<file path="src/target_tracking_pid_servo_unit_macros.svh">
// Assertion macros for the target tracking PID servo unit.
// No dependencies; included by ttps_back, the RTL file that carries assertions.
`ifndef TARGET_TRACKING_PID_SERVO_UNIT_MACROS_SVH
`define TARGET_TRACKING_PID_SERVO_UNIT_MACROS_SVH

// same-cycle implication
`define TTPS_ASSERT_IMP(lbl, clk, rst, ante, cons, msg) \
   lbl: assert property (@(posedge clk) disable iff (rst) (ante) |-> (cons)) \
      else $error(msg);

// next-cycle implication
`define TTPS_ASSERT_NXT(lbl, clk, rst, ante, cons, msg) \
   lbl: assert property (@(posedge clk) disable iff (rst) (ante) |=> (cons)) \
      else $error(msg);

`endif

</file>
<file path="src/ttps_pkg.sv">
// Shared types and constants of the target tracking PID servo unit.
// No dependencies.
`default_nettype none
package ttps_pkg;

   localparam int FRAC = 12;
   localparam int CTR_X = 160;
   localparam int CTR_Y = 120;
   localparam int Q_DEPTH = 2;
   localparam int QPW = $clog2(Q_DEPTH);

   localparam logic [10:0] PULSE_MIN = 11'd1000;
   localparam logic [10:0] PULSE_MAX = 11'd2000;
   localparam logic [10:0] PULSE_MID = 11'd1500;
   localparam logic [12:0] ALPHA_ONE = 13'd4096;

   localparam int CSR_IDX_W = 3;
   localparam logic [CSR_IDX_W-1:0] CSR_KP_X  = 3'd0;
   localparam logic [CSR_IDX_W-1:0] CSR_KP_Y  = 3'd1;
   localparam logic [CSR_IDX_W-1:0] CSR_KI    = 3'd2;
   localparam logic [CSR_IDX_W-1:0] CSR_KD    = 3'd3;
   localparam logic [CSR_IDX_W-1:0] CSR_ILIM  = 3'd4;
   localparam logic [CSR_IDX_W-1:0] CSR_ALPHA = 3'd5;

   localparam int STEP_W = 4;
   localparam logic [STEP_W-1:0] ST_IDLE  = 4'd0;
   localparam logic [STEP_W-1:0] ST_AVG   = 4'd1;
   localparam logic [STEP_W-1:0] ST_AMUL  = 4'd2;
   localparam logic [STEP_W-1:0] ST_LMUL  = 4'd3;
   localparam logic [STEP_W-1:0] ST_LSUM  = 4'd4;
   localparam logic [STEP_W-1:0] ST_ERR   = 4'd5;
   localparam logic [STEP_W-1:0] ST_PMUL  = 4'd6;
   localparam logic [STEP_W-1:0] ST_PSUM  = 4'd7;
   localparam logic [STEP_W-1:0] ST_SMUL  = 4'd8;
   localparam logic [STEP_W-1:0] ST_QOFF  = 4'd9;
   localparam logic [STEP_W-1:0] ST_DMUL  = 4'd10;
   localparam logic [STEP_W-1:0] ST_PULSE = 4'd11;
   localparam logic [STEP_W-1:0] ST_DONE  = 4'd12;

   typedef struct packed {
      logic [8:0] x;
      logic [7:0] y;
      logic       track;
   } frame_type;

   typedef struct packed {
      logic [15:0] kp_x;
      logic [15:0] kp_y;
      logic [15:0] ki;
      logic [15:0] kd;
      logic [11:0] ilim;
      logic [12:0] alpha;
   } cfg_type;

   typedef struct packed {
      logic [STEP_W-1:0] step;
      logic              track;
   } axis_ctl_type;

endpackage
`default_nettype wire

</file>
<file path="src/ttps_queue.sv">
// Short frame queue between front and back.
// Depends on ttps_pkg.
`default_nettype none
module ttps_queue (
   input  wire logic                clock,
   input  wire logic                reset,
   input  wire logic                push,
   input  wire ttps_pkg::frame_type data_in,
   output logic                     full,
   input  wire logic                pop,
   output ttps_pkg::frame_type      data_out,
   output logic                     empty
);
   import ttps_pkg::*;

   frame_type      mem_ff [Q_DEPTH];
   logic [QPW-1:0] wr_ff, rd_ff;
   logic [QPW:0]   count_ff;
   logic           do_push, do_pop;

   assign full     = (count_ff == (QPW+1)'(Q_DEPTH));
   assign empty    = (count_ff == '0);
   assign do_push  = push & ~full;
   assign do_pop   = pop & ~empty;
   assign data_out = mem_ff[rd_ff];

   always_ff @(posedge clock) begin
      if (do_push) begin
         mem_ff[wr_ff] <= data_in;
      end
   end

   always_ff @(posedge clock) begin
      if (reset) begin
         wr_ff    <= '0;
         rd_ff    <= '0;
         count_ff <= '0;
      end else begin
         if (do_push) begin
            wr_ff <= (wr_ff == QPW'(Q_DEPTH-1)) ? '0 : wr_ff + 1'b1;
         end
         if (do_pop) begin
            rd_ff <= (rd_ff == QPW'(Q_DEPTH-1)) ? '0 : rd_ff + 1'b1;
         end
         count_ff <= count_ff + (QPW+1)'(do_push) - (QPW+1)'(do_pop);
      end
   end
endmodule
`default_nettype wire

</file>
<file path="config.mk">
export PLATFORM = sky130hd
export DESIGN_NAME = ttps_queue
export DESIGN_NICKNAME = d
export VERILOG_FILES = /design/src/target_tracking_pid_servo_unit_macros.svh /design/src/ttps_pkg.sv /design/src/ttps_queue.sv
export SDC_FILE = /design/constraint.sdc
export NUM_CORES = 1
export LEC_CHECK = 0
export BUFFER_PORTS_ARGS = -buffer_cell sky130_fd_sc_hd__buf_4
export CORE_MARGIN = 3
export CORE_UTILIZATION = 35
export CTS_CLUSTER_SIZE = 14
export DETAILED_ROUTE_END_ITERATION = 7
export GPL_ROUTABILITY_DRIVEN = 0
export PLACE_DENSITY_LB_ADDON = 0.05
export SLEW_MARGIN = 20
export SYNTH_ARGS = -nofsm -noshare
export SYNTH_HDL_FRONTEND = slang
export SYNTH_SLANG_ARGS = --single-unit
export TNS_END_PERCENT = 20
</file>
<file path="constraint.sdc">
create_clock -name clock -period 1.4 [get_ports clock]
set_input_delay 0.21 -clock clock [delete_from_list [all_inputs] [get_ports clock]]
set_output_delay 0.21 -clock clock [all_outputs]
set_load 0.01 [all_outputs]
</file>
==> reports/qor.txt <==
outcome - finished with violations
failing checks - setup timing
worst min path class - in2reg
post-DP HPWL - 1896 um
CP peak stage delay - 0.34 ns
Worst Setup End Kind - register
Clock Path Buffers - 2
num ports - 42
setup slack, reg-to-reg - -0.11 ns
cells after synthesis - 83
iteration count of the initial detailed-routing pass - 4
Antenna Nets Post-Route - 0
max_slew headroom - 88.24%
cell accounting for the most synthesized area - edfxtp_1
Worst Tran Pin Value - 0.1751 ns
top cell type's share of synthesized area - 70.59%
most common cell after layout, fill and taps aside - edfxtp_1
critical path type - reg2reg
DRT Wirelength - 2787 um
Post-Syn Area - 1531 sq um
number of CTS-inserted buffers - 5
PnR Total Power - 4.043 mW
post-DR wirelength/cell - 14.59 um
post-synthesis cell type count - 22
Synth-to-Final Area Change - 47.47%
Yosys reg bits - 41
ys async rst share - 0%
vias per cell - 4.628
Clock Skew - 0.004007 ns
Max Cap Viol - 0
switch share - 27.06%
RSZ-0062 raised after global routing - yes
DRC viols - 0
die width - 72.15 um
Antenna diodes - 0
row count - 23
startpoint types - register
critical path arrival - 1.72 ns
Final period util - 108.1%
Root Driver - clkbuf_8
worst-path fanout max - 3
Critical Path RT - 1.61 ns
Comb pwr share - 41.2%
first-pass GRT wire length - 4388 um
Synth area leaders - edfxtp_1 (71%), mux2_1 (11%), dfxtp_1 (6.5%)
register area share after synthesis - 77.12%
Power Internal - 2.949 mW
fin crit period - 1.514 ns
fmax - 660.6 MHz
Global Route Usage Sum - 11.65%
drt initial violations - 33
TritonCTS clock tree - yes
commonest cells after routing, fill and taps aside - edfxtp_1 (36), buf_4 (30), mux2_4 (18), buf_6 (18), clkbuf_8 (5)
antenna violations before repair - 0
CORE AREA - 4115 sq um
syn nets - 107
Layout Cells excl Fill - 191
post-CTS setup buffer count - 0
max-slew violations - 0
P_sw - 1.094 mW
Worst-path clk slew - 0.08 ns
Setup TNS Final - -0.8945 ns
dpl cells - 182
peak supply drop - 0.0009588 V
crit path cell chain - o21a_2 > ha_1 > inv_1 > ha_2 > xor2_1 > and2_1 > nor3_1
Clk network pwr share - 17.5%
Final Core Density - 54.88%
number of enable flip-flop cells after synthesis - 36
# port buffers - 41
P_leak - 0.9217 nW
CTS sink cnt - 41
final setup violation count - 19
Avg Synthesized Cell Area - 18.45 sq um
Slowest cell on crit path - dfxtp_2
Reg power frac - 41.3%
Die H - 72.15 um
Hold Vio Cnt, Final - 0
Initial Util - 37.21%
Die ar. - 5206 sq um
Skew-Pair Late Insertion Delay - 0.29 ns
YS warnings - 0
vias in the first global route - 940
post-place setup slack - -0.1150 ns
layout cells sized above 1 - 61.70%
via count - 884
htree depth - 2
final worst slack - -0.1137 ns
PwrDens - 1790 nW/um^2
total gr overflow - 0
# nets final - 164
largest net degree at the start of global routing - 13
Main synth FF type - edfxtp_1
-- per-layer routing --
metal | vias to the layer above | track usage, % | wire [um]
met2 | 27 | 19.41 | 1519
met3 | 2 | 5.956 | 206
met1 | 433 | 12.61 | 1043
li1 | 422 | - | -
met5 | - | 0 | 0
met4 | 0 | 4.384 | 18
-- power by group through the flow --
stage / clock network [mW] / registers, mW / logic (mW)
2_1_floorplan: 0 / 1.64 / 0.627
3_3_place_gp: 0 / 1.64 / 1.26
3_5_place_dp: 0 / 1.65 / 1.27
4_1_cts: 0.745 / 1.66 / 1.55
5_1_grt: 0.805 / 1.69 / 1.79
6_report: 0.709 / 1.67 / 1.67
-- per-stage QoR --
step                      instance area [sq um]  hold slack [ns]
after global routing                       2258          0.07874
after global placement                     1998           0.3944
after CTS                                  2196          0.09169
after detailed placement                   1998           0.3983
final                                      2258           0.1023
after floorplan                            1540           0.2791
-- worst max-delay path: cells and delay by family (launching register included) --
family,cells,cell delay [ns]
fa+ha+maj,2,0.43
flops,1,0.34
simple gates,2,0.26
compound gates,1,0.20
xor+xnor,1,0.16
buf+inv,1,0.04
-- final cells by class --
class,instances,area [sq um]
Inverter,4,18.77
Sequential cell,41,1187
Timing Repair Buffer,52,498.0
Clock buffer,5,68.82
Tap cell,50,62.56
Fill cell,376,1857
Clock inverter,3,12.51
Multi-Input combinational cell,36,410.4
-- timing repair --
item,4_1_cts,5_1_grt
hold buffers,0,0
setup endpoints to repair,37,38
resized for setup,32,16
gates cloned,1,0
pin swaps,0,3
endpoints found under the hold margin,0,0
-- sequential cells by signal, indices dropped and copies added (netlist names), named ones only --
register	count
mem_ff	36
count_ff	2
rd_ff	1
wr_ff	1
-- cells by family (layout without fill, tap and decap cells) --
group / after synthesis / count (layout) / synth area share [%]
AND/OR/NAND/NOR: 11 / 11 / 3.840
multiplexers: 18 / 18 / 13.24
AO/OA/AOI/OAI: 3 / 3 / 1.225
adder cells (fa/ha/maj): 2 / 2 / 1.634
XOR/XNOR: 2 / 2 / 1.144
flip-flops: 41 / 41 / 77.12
buffers and inverters: 6 / 64 / 1.797
-- Yosys cell counts (2+ instances only) --
master    instances
edfxtp_1         36
nor2_1            4
ha_1              2
inv_1             3
mux2_1           15
dfxtp_1           5
mux2_2            3
-- worst paths after layout --
path / startpoint / to / depth (start not counted)
worst max-delay path: count_ff[1]$_SDFF_PP0_ / count_ff[1]$_SDFF_PP0_ / 7
worst min-delay path: data_in[12] / mem_ff[0][12]$_DFFE_PP_ / 1
worst min register to register: wr_ff$_SDFFE_PP0P_ / wr_ff$_SDFFE_PP0P_ / 2
worst max register to register: count_ff[1]$_SDFF_PP0_ / count_ff[1]$_SDFF_PP0_ / 7
Note: power is estimated with default switching activity, not from simulation.
