--- config.mk ---
export PLATFORM = sky130hd
export DESIGN_NAME = ttps_front
export DESIGN_NICKNAME = d
export VERILOG_FILES = /design/src/target_tracking_pid_servo_unit_macros.svh /design/src/ttps_pkg.sv /design/src/ttps_front.sv
export SDC_FILE = /design/constraint.sdc
export NUM_CORES = 1
export LEC_CHECK = 0
export ABC_AREA = 1
export BUFFER_PORTS_ARGS = -buffer_cell sky130_fd_sc_hd__buf_2
export CAP_MARGIN = 5
export CORE_MARGIN = 2
export CORE_UTILIZATION = 41
export DETAILED_ROUTE_END_ITERATION = 8
export PLACE_DENSITY = 0.81
export REMOVE_ABC_BUFFERS = 1
export SLEW_MARGIN = 30
export SYNTH_ARGS = -nofsm -noshare
export SYNTH_HDL_FRONTEND = slang
export SYNTH_SLANG_ARGS = --single-unit
export TNS_END_PERCENT = 1
--- constraint.sdc ---
create_clock -name clock -period 2.3 [get_ports clock]
set_clock_uncertainty 0.05 [all_clocks]
set_input_delay 0.23 -clock clock [delete_from_list [all_inputs] [get_ports clock]]
set_output_delay 0.23 -clock clock [all_outputs]
set_load 0.02 [all_outputs]
--- src/target_tracking_pid_servo_unit_macros.svh ---
// Assertion macros for the target tracking PID servo unit.
// No dependencies; included by ttps_back, the RTL file that carries assertions.
`ifndef TARGET_TRACKING_PID_SERVO_UNIT_MACROS_SVH
`define TARGET_TRACKING_PID_SERVO_UNIT_MACROS_SVH

// same-cycle implication
`define TTPS_ASSERT_IMP(lbl, clk, rst, ante, cons, msg) \
   lbl: assert property (@(posedge clk) disable iff (rst) (ante) |-> (cons)) \
      else $error(msg);

// next-cycle implication
`define TTPS_ASSERT_NXT(lbl, clk, rst, ante, cons, msg) \
   lbl: assert property (@(posedge clk) disable iff (rst) (ante) |=> (cons)) \
      else $error(msg);

`endif

--- src/ttps_pkg.sv ---
// Shared types and constants of the target tracking PID servo unit.
// No dependencies.
`default_nettype none
package ttps_pkg;

   localparam int FRAC = 12;
   localparam int CTR_X = 160;
   localparam int CTR_Y = 120;
   localparam int Q_DEPTH = 2;
   localparam int QPW = $clog2(Q_DEPTH);

   localparam logic [10:0] PULSE_MIN = 11'd1000;
   localparam logic [10:0] PULSE_MAX = 11'd2000;
   localparam logic [10:0] PULSE_MID = 11'd1500;
   localparam logic [12:0] ALPHA_ONE = 13'd4096;

   localparam int CSR_IDX_W = 3;
   localparam logic [CSR_IDX_W-1:0] CSR_KP_X  = 3'd0;
   localparam logic [CSR_IDX_W-1:0] CSR_KP_Y  = 3'd1;
   localparam logic [CSR_IDX_W-1:0] CSR_KI    = 3'd2;
   localparam logic [CSR_IDX_W-1:0] CSR_KD    = 3'd3;
   localparam logic [CSR_IDX_W-1:0] CSR_ILIM  = 3'd4;
   localparam logic [CSR_IDX_W-1:0] CSR_ALPHA = 3'd5;

   localparam int STEP_W = 4;
   localparam logic [STEP_W-1:0] ST_IDLE  = 4'd0;
   localparam logic [STEP_W-1:0] ST_AVG   = 4'd1;
   localparam logic [STEP_W-1:0] ST_AMUL  = 4'd2;
   localparam logic [STEP_W-1:0] ST_LMUL  = 4'd3;
   localparam logic [STEP_W-1:0] ST_LSUM  = 4'd4;
   localparam logic [STEP_W-1:0] ST_ERR   = 4'd5;
   localparam logic [STEP_W-1:0] ST_PMUL  = 4'd6;
   localparam logic [STEP_W-1:0] ST_PSUM  = 4'd7;
   localparam logic [STEP_W-1:0] ST_SMUL  = 4'd8;
   localparam logic [STEP_W-1:0] ST_QOFF  = 4'd9;
   localparam logic [STEP_W-1:0] ST_DMUL  = 4'd10;
   localparam logic [STEP_W-1:0] ST_PULSE = 4'd11;
   localparam logic [STEP_W-1:0] ST_DONE  = 4'd12;

   typedef struct packed {
      logic [8:0] x;
      logic [7:0] y;
      logic       track;
   } frame_type;

   typedef struct packed {
      logic [15:0] kp_x;
      logic [15:0] kp_y;
      logic [15:0] ki;
      logic [15:0] kd;
      logic [11:0] ilim;
      logic [12:0] alpha;
   } cfg_type;

   typedef struct packed {
      logic [STEP_W-1:0] step;
      logic              track;
   } axis_ctl_type;

endpackage
`default_nettype wire

--- src/ttps_front.sv ---
// Front end: pairs receive words into frames and pushes them to the queue.
// Depends on ttps_pkg.
`default_nettype none
module ttps_front (
   input  wire logic                clock,
   input  wire logic                reset,
   input  wire logic                req_valid,
   output logic                     req_stall,
   input  wire logic [15:0]         req_rx_word,
   input  wire logic                req_rx_error,
   input  wire logic                q_full,
   output logic                     q_push,
   output ttps_pkg::frame_type      q_data
);
   import ttps_pkg::*;

   logic        phase_ff, phase_in;
   logic [15:0] first_ff, first_in;
   logic        acc;

   assign req_stall = q_full;
   assign acc       = req_valid & ~q_full;
   assign q_push    = acc & ~req_rx_error & phase_ff;
   assign q_data    = '{x: first_ff[8:0], y: req_rx_word[7:0], track: req_rx_word[8]};

   always_comb begin
      phase_in = phase_ff;
      first_in = first_ff;
      if (acc) begin
         if (req_rx_error) begin
            phase_in = 1'b0;
         end else if (!phase_ff) begin
            phase_in = 1'b1;
            first_in = req_rx_word;
         end else begin
            phase_in = 1'b0;
         end
      end
   end

   always_ff @(posedge clock) begin
      if (reset) begin
         phase_ff <= 1'b0;
         first_ff <= '0;
      end else begin
         phase_ff <= phase_in;
         first_ff <= first_in;
      end
   end
endmodule
`default_nettype wire

==> results of run 1 <==
per-stage QoR:
stage	util (%)	std cells	cell area, µm²	setup WS (ns)	hold WS (ns)
after floorplan	-	65	455	1.11	0.242
after global placement	49.8	113	639	1.21	0.361
after detailed placement	49.8	113	639	1.17	0.360
after CTS	51.5	116	662	1.00	0.0905
after global routing	51.5	116	662	0.927	0.0923
final	51.5	116	662	1.01	0.0963
cells by family (layout without fill, tap and decap cells):
kind of cell / count (synthesis) / count (layout)
AO/OA/AOI/OAI: 10 / 10
buffers and inverters: 24 / 48
AND/OR/NAND/NOR: 33 / 33
flip-flops: 10 / 10
synth_stat cells:
| cell type | number | share of area [%] |
|---|---|---|
| nand3_1 | 9 | 8.1 |
| buf_6 | 2 | 4.1 |
| inv_1 | 11 | 7.5 |
| nand2_1 | 11 | 7.5 |
| dfxtp_1 | 10 | 36 |
| nor3b_1 | 1 | 1.4 |
| clkinv_1 | 1 | 0.68 |
| nand2_2 | 1 | 1.1 |
| nor2_4 | 2 | 4.1 |
| a21oi_1 | 9 | 8.1 |
| buf_4 | 10 | 14 |
| nor2_1 | 9 | 6.1 |
| a21oi_2 | 1 | 1.6 |
worst register-to-register path, delay by kind of cell, from the launching register on:
family / cells / cell delay [ns]
and+or+nand+nor: 4 / 0.64
DFF: 1 / 0.34
where the power goes:
group,total [W],internal [W],switching [W]
Combinational,0.0000911,0.0000326,0.0000584
Sequential,0.000187,0.000182,0.00000481
Clock,0.000113,0.0000601,0.0000525
final timing paths:
check	start	endpoint	slack [ns]
setup / recovery	phase_ff	q_push	1.01
hold / removal	reset	phase_ff	0.1
setup reg to reg	phase_ff	first_ff[1]	1.17
hold reg to reg	first_ff[7]	first_ff[7]	0.43
per-layer routing:
layer  GRT usage, %  vias up
met2           19.0       22
met4           5.00        0
met1           12.7      213
met3           4.89        0
met5              0        -
li1               -      279
flip-flops by register name, indices dropped and copies added, names as in the netlist:
register / cells
first_ff: 9
phase_ff: 1
area by class of cell:
type	count	area, µm²
repair buffers	33	165
inverters	12	45.0
fillers	145	623
clock buffers	3	22.5
flip-flops and latches	10	200
multi-input cells	43	210
well taps	15	18.8
==> impl_metrics.toml, run 1 <==
[status]
status = "finished clean"

[global_routing]
globalRoute.totalOverflow = 0
pin_count_of_the_biggest_net_entering_global_routing = 20
grt_pass1_wl_um = 1240
gr-usage-all-layers_pct = 11.5
grt_antenna_before_repair = 0
first_global_vias = 337

[timing]
clock.fmax_mhz = 776
report.final.hold_viol_count = 0
finalMaxSlewViolations = 0
setup_repair_after_global_routing_missed_its_margin = "false"
setup_viol_count_final = 0
slew_headroom_pct = 71.7
finalWorstPathRequiredPeriod_ns = 1.29
min_period_over_period_pct = 56.0
fin_tns_setup_ns = 0
pin_slew_with_the_least_headroom_to_its_limit_ns = 0.423

[worst_setup_path]
worst-endpoint-required_ns = 2.02
crit_path_cell_trace = "nor3b_1 > buf_2"
crit_path_max_delay_family = "flip-flops"
timing.critical_path.depth = 2
worst_setup_path_start_kind = "flip-flop"
crit_slowest_cell = "dfxtp_1"
worst_ep_arrival_time_ns = 1.01
critical-path-max-stage-delay_ns = 0.38
worstRegToRegCells = 4
setup.worst_path.end_class = "output pin"
crit_type = "reg -> out"
crit_fanout = 3
critical_path.n_buffers_inverters = 1

[synthesis]
synth_area_per_cell_um2 = 7.18
largest_family_of_logic_cells_by_synthesized_area = "simple AND/OR/NAND/NOR gates"
area_fraction_in_compound_gates_after_synthesis_pct = 9.73
synth-xor-area-share_pct = 0
yosys_register_bits = 10
synth_adder_area_share_pct = 0
yosysWarningCount = 0
ys_types = 13
post_synth_inst_count = 77
muxShareOfSynthArea_pct = 0
synth_simple_gate_area_share_pct = 28.3
syn_area_um2 = 553
synth.yosys.seq_area_share_pct = 36.2

[clocking]
htree_levels = 1
cts.path.max_buffers = 2
cts_inserted_buffers = 3
clkLatencyLatePin_ns = 0.25
cts_sinks = 10
tritoncts = "built"
clk_root_buffer_cell = "clkbuf_4"
setup_bufs_post_cts = 0
post_cts_hold_buffer_count = 0
clk_pin_slew_worst_paths_ns = 0.06
cts-resized-gates = 0

[run]
max-cap-violations = 0

[routing]
highest-signal-layer = "met3"
drc_errors = 0
vias = 514
dr.first_iter.drc_count = 4
wl_met3_um = 103
wl_um = 998
drt_pass1_iterations = 3
vias_per_cell = 4.43
met1_wire_length_um = 496
routedWlPerCell_um = 8.60
drt.antenna.violating_nets = 0
dr_wl_met2_um = 398

[cells_and_area]
final_cell_mix = "buf_2 (33), inv_1 (11), nand2_1 (11)"
most_frequent_standard_cell_in_the_layout_excluding_fill_and_tap_cells = "buf_2"
area.growth.synth_to_final_pct = 19.7
post_route_cells_drive_above_1_share_pct = 39.6
num-nets-final = 124
antennaDiodeCount = 0

[floorplanning]
rows = 13
core_area_um2 = 1280
pin_count = 41
initial_utilization_pct = 43.0
die_width_um = 40.7
die_area_um2 = 1660
die_y_um = 40.7

[pwr]
total_leakage_power_nw = 0.375
max-vdd-ir-drop_v = 0.000255
power-per-cell-area_nw_per_um2 = 590
power_w = 0.000391

[min_path]
min_path_type = "in -> reg"
hold-path-cell-count = 2

[placed_design]
hpwl_um = 705
port-buffer-count = 33
gp_routability_congestion = 0.626
(Power assumes the default switching activity.)
==> inputs of run 2 (changes only) <==
Settings changed: CORE_UTILIZATION 41 to 34, PLACE_DENSITY 0.81 to 0.72.
Clock period 2.3 ns to 1.1 ns, I/O delays scaled along.
==> run 2 against run 1 <==
  * Critical path depth is 4 higher
  * Routed wire length is 9.7% higher
  * Clock power grew to 3.0 times the previous value
  * Hold slack better by 0.012 ns
  * Die area is 18% higher
  * Sequential share of layout area is 2.6 points lower
  * Flip-flop and latch count stayed put
  * Via count is 3.1% higher
  * First-iteration DRC count is 25% higher
  * Sequential power is 110% higher
  * Non-clock buffer count is 3 higher
  * Final cell count is 4.3% higher
  * Largest power group unchanged
==> impl_metrics.toml, run 2 (same netlist as run 1, synthesis figures left out) <==
[status]
status = "finished clean"

[pwr]
total_leakage_power_nw = 0.403
pwr-share-seq_pct = 41.6
power_switching_w = 0.000272
netSwitchingFraction_pct = 29.0
clkPwrFrac_pct = 35.8
cell_internal_power_w = 0.000665
comb_power_share_pct = 22.6
max-vdd-ir-drop_v = 0.00109
power-per-cell-area_nw_per_um2 = 1290

[routing]
wl_um = 1100
routedWlPerCell_um = 9.05
dr.first_iter.drc_count = 5
drt_pass1_iterations = 2
vias = 530
drc_errors = 0
drt.antenna.violating_nets = 0
vias_per_cell = 4.38

[timing]
pin_slew_with_the_least_headroom_to_its_limit_ns = 0.415
report.final.hold_viol_count = 0
finalWorstPathRequiredPeriod_ns = 1.08
min_period_over_period_pct = 98.5
finalWorstSetupSlack_ns = 0.0161
clock.fmax_mhz = 923
finalMaxSlewViolations = 0
setup_viol_count_final = 0
slew_headroom_pct = 72.2
fin_tns_setup_ns = 0
setup_repair_after_global_routing_missed_its_margin = "true"

[cells_and_area]
post_route_cells_drive_above_1_share_pct = 43.8
reg_top3 = "first_ff (9), phase_ff (1)"
final_cell_mix = "buf_2 (32), inv_1 (11), nand2_1 (11)"
post_layout_nonfiller_instances = 121
final_util_pct = 47.8
post-route-cell-area_um2 = 728
most_frequent_standard_cell_in_the_layout_excluding_fill_and_tap_cells = "buf_2"
final.fill_count = 169
largest-register = "first_ff"
area.growth.synth_to_final_pct = 31.7
num-nets-final = 127
antennaDiodeCount = 0
largest_reg_flops = 9

[worst_setup_path]
crit_fanout = 19
crit_type = "reg -> reg"
worst_setup_path_start_kind = "flip-flop"
worst-endpoint-required_ns = 1.21
worst_ep_arrival_time_ns = 1.20
critical-path-max-stage-delay_ns = 0.32
crit_path_cell_trace = "buf_4 > nor2_4 > buf_12 > nand3_1 > nand2_1 > nor2_1"
crit_slowest_cell = "dfxtp_2"
setup.worst_path.end_class = "flip-flop"

[floorplanning]
die_area_um2 = 1970
die_width_um = 44.3
rows = 14
core_area_um2 = 1520
initial_utilization_pct = 36.3
pin_count = 41
die_y_um = 44.3

[clocking]
htree_levels = 1
tritoncts = "built"
cts_sinks = 10
clkLatencyLatePin_ns = 0.27
clk_pin_slew_worst_paths_ns = 0.07
cts.path.max_buffers = 2
clk_root_buffer_cell = "clkbuf_4"
cts_inserted_buffers = 3

[placed_design]
placed_cells = 115
gp_routability_congestion = 0.595
preCtsSetupSlack_ns = 0.0686
place_area_um2 = 661
port-buffer-count = 33
hpwl_um = 774

[global_routing]
grt_antenna_before_repair = 0
first_global_vias = 410
globalRoute.totalOverflow = 0
gr-usage-all-layers_pct = 11.5
grt_pass1_wl_um = 1650
pin_count_of_the_biggest_net_entering_global_routing = 20

[min_path]
min_path_type = "in -> reg"

[run]
max-cap-violations = 0
-- run 2: metal layers --
metal,vias up,share of wire [%],global-route usage [%]
li1,287,-,-
met1,217,45,13.5
met2,26,44,17.9
met3,0,11,6.12
met4,0,0,3.64
met5,-,0,0
-- run 2: layout make-up --
cell class / count / area (µm²) / area share (%)
multi-input combinational: 43 / 220 / 30.2
timing repair buffer: 36 / 205 / 28.2
sequential: 10 / 201 / 27.7
inverter: 12 / 45.0 / 6.19
clock buffer: 4 / 36.3 / 4.98
tap: 16 / 20.0 / 2.75
-- run 2: worst max-delay path: cells and delay by family (launching register included) --
| family | cells | cell delay [ns] |
|---|---|---|
| DFF | 1 | 0.32 |
| and+or+nand+nor | 4 | 0.31 |
| buffers and inverters | 2 | 0.28 |
-- run 2: timing repair --
action,in CTS,in global routing
setup endpoints to repair,1,10
gates resized for setup,2,2
setup buffers,1,0
endpoints found under the hold margin,1,0
gates cloned,0,0
hold buffers,1,0
-- run 2: power by group through the flow --
| stage | sequential, W | combinational [W] | clock (W) |
|---|---|---|---|
| 6_report | 0.000389 | 0.000212 | 0.000336 |
| 5_1_grt | 0.000392 | 0.000231 | 0.000366 |
| 4_1_cts | 0.000389 | 0.000213 | 0.000345 |
| 3_5_place_dp | 0.000399 | 0.000205 | 0 |
| 3_3_place_gp | 0.000398 | 0.000201 | 0 |
| 2_1_floorplan | 0.000420 | 0.0000686 | 0 |
-- run 2: final timing paths --
| check | end | cells past startpoint | slack (ns) | startpoint |
|---|---|---|---|---|
| worst min register to register | first_ff[5] | 2 | 0.43 | first_ff[5] |
| worst max register to register | first_ff[0] | 6 | 0.02 | phase_ff |
| worst max-delay path | first_ff[0] | 6 | 0.02 | phase_ff |
| worst min-delay path | first_ff[6] | 5 | 0.11 | req_rx_word[6] |
-- run 2: per-stage QoR --
stage               hold WS, ns  power, W
floorplan                 0.122  0.000488
global placement          0.242  0.000599
detailed placement        0.243  0.000604
CTS                       0.107  0.000947
global route              0.120  0.000989
finish                    0.108  0.000937
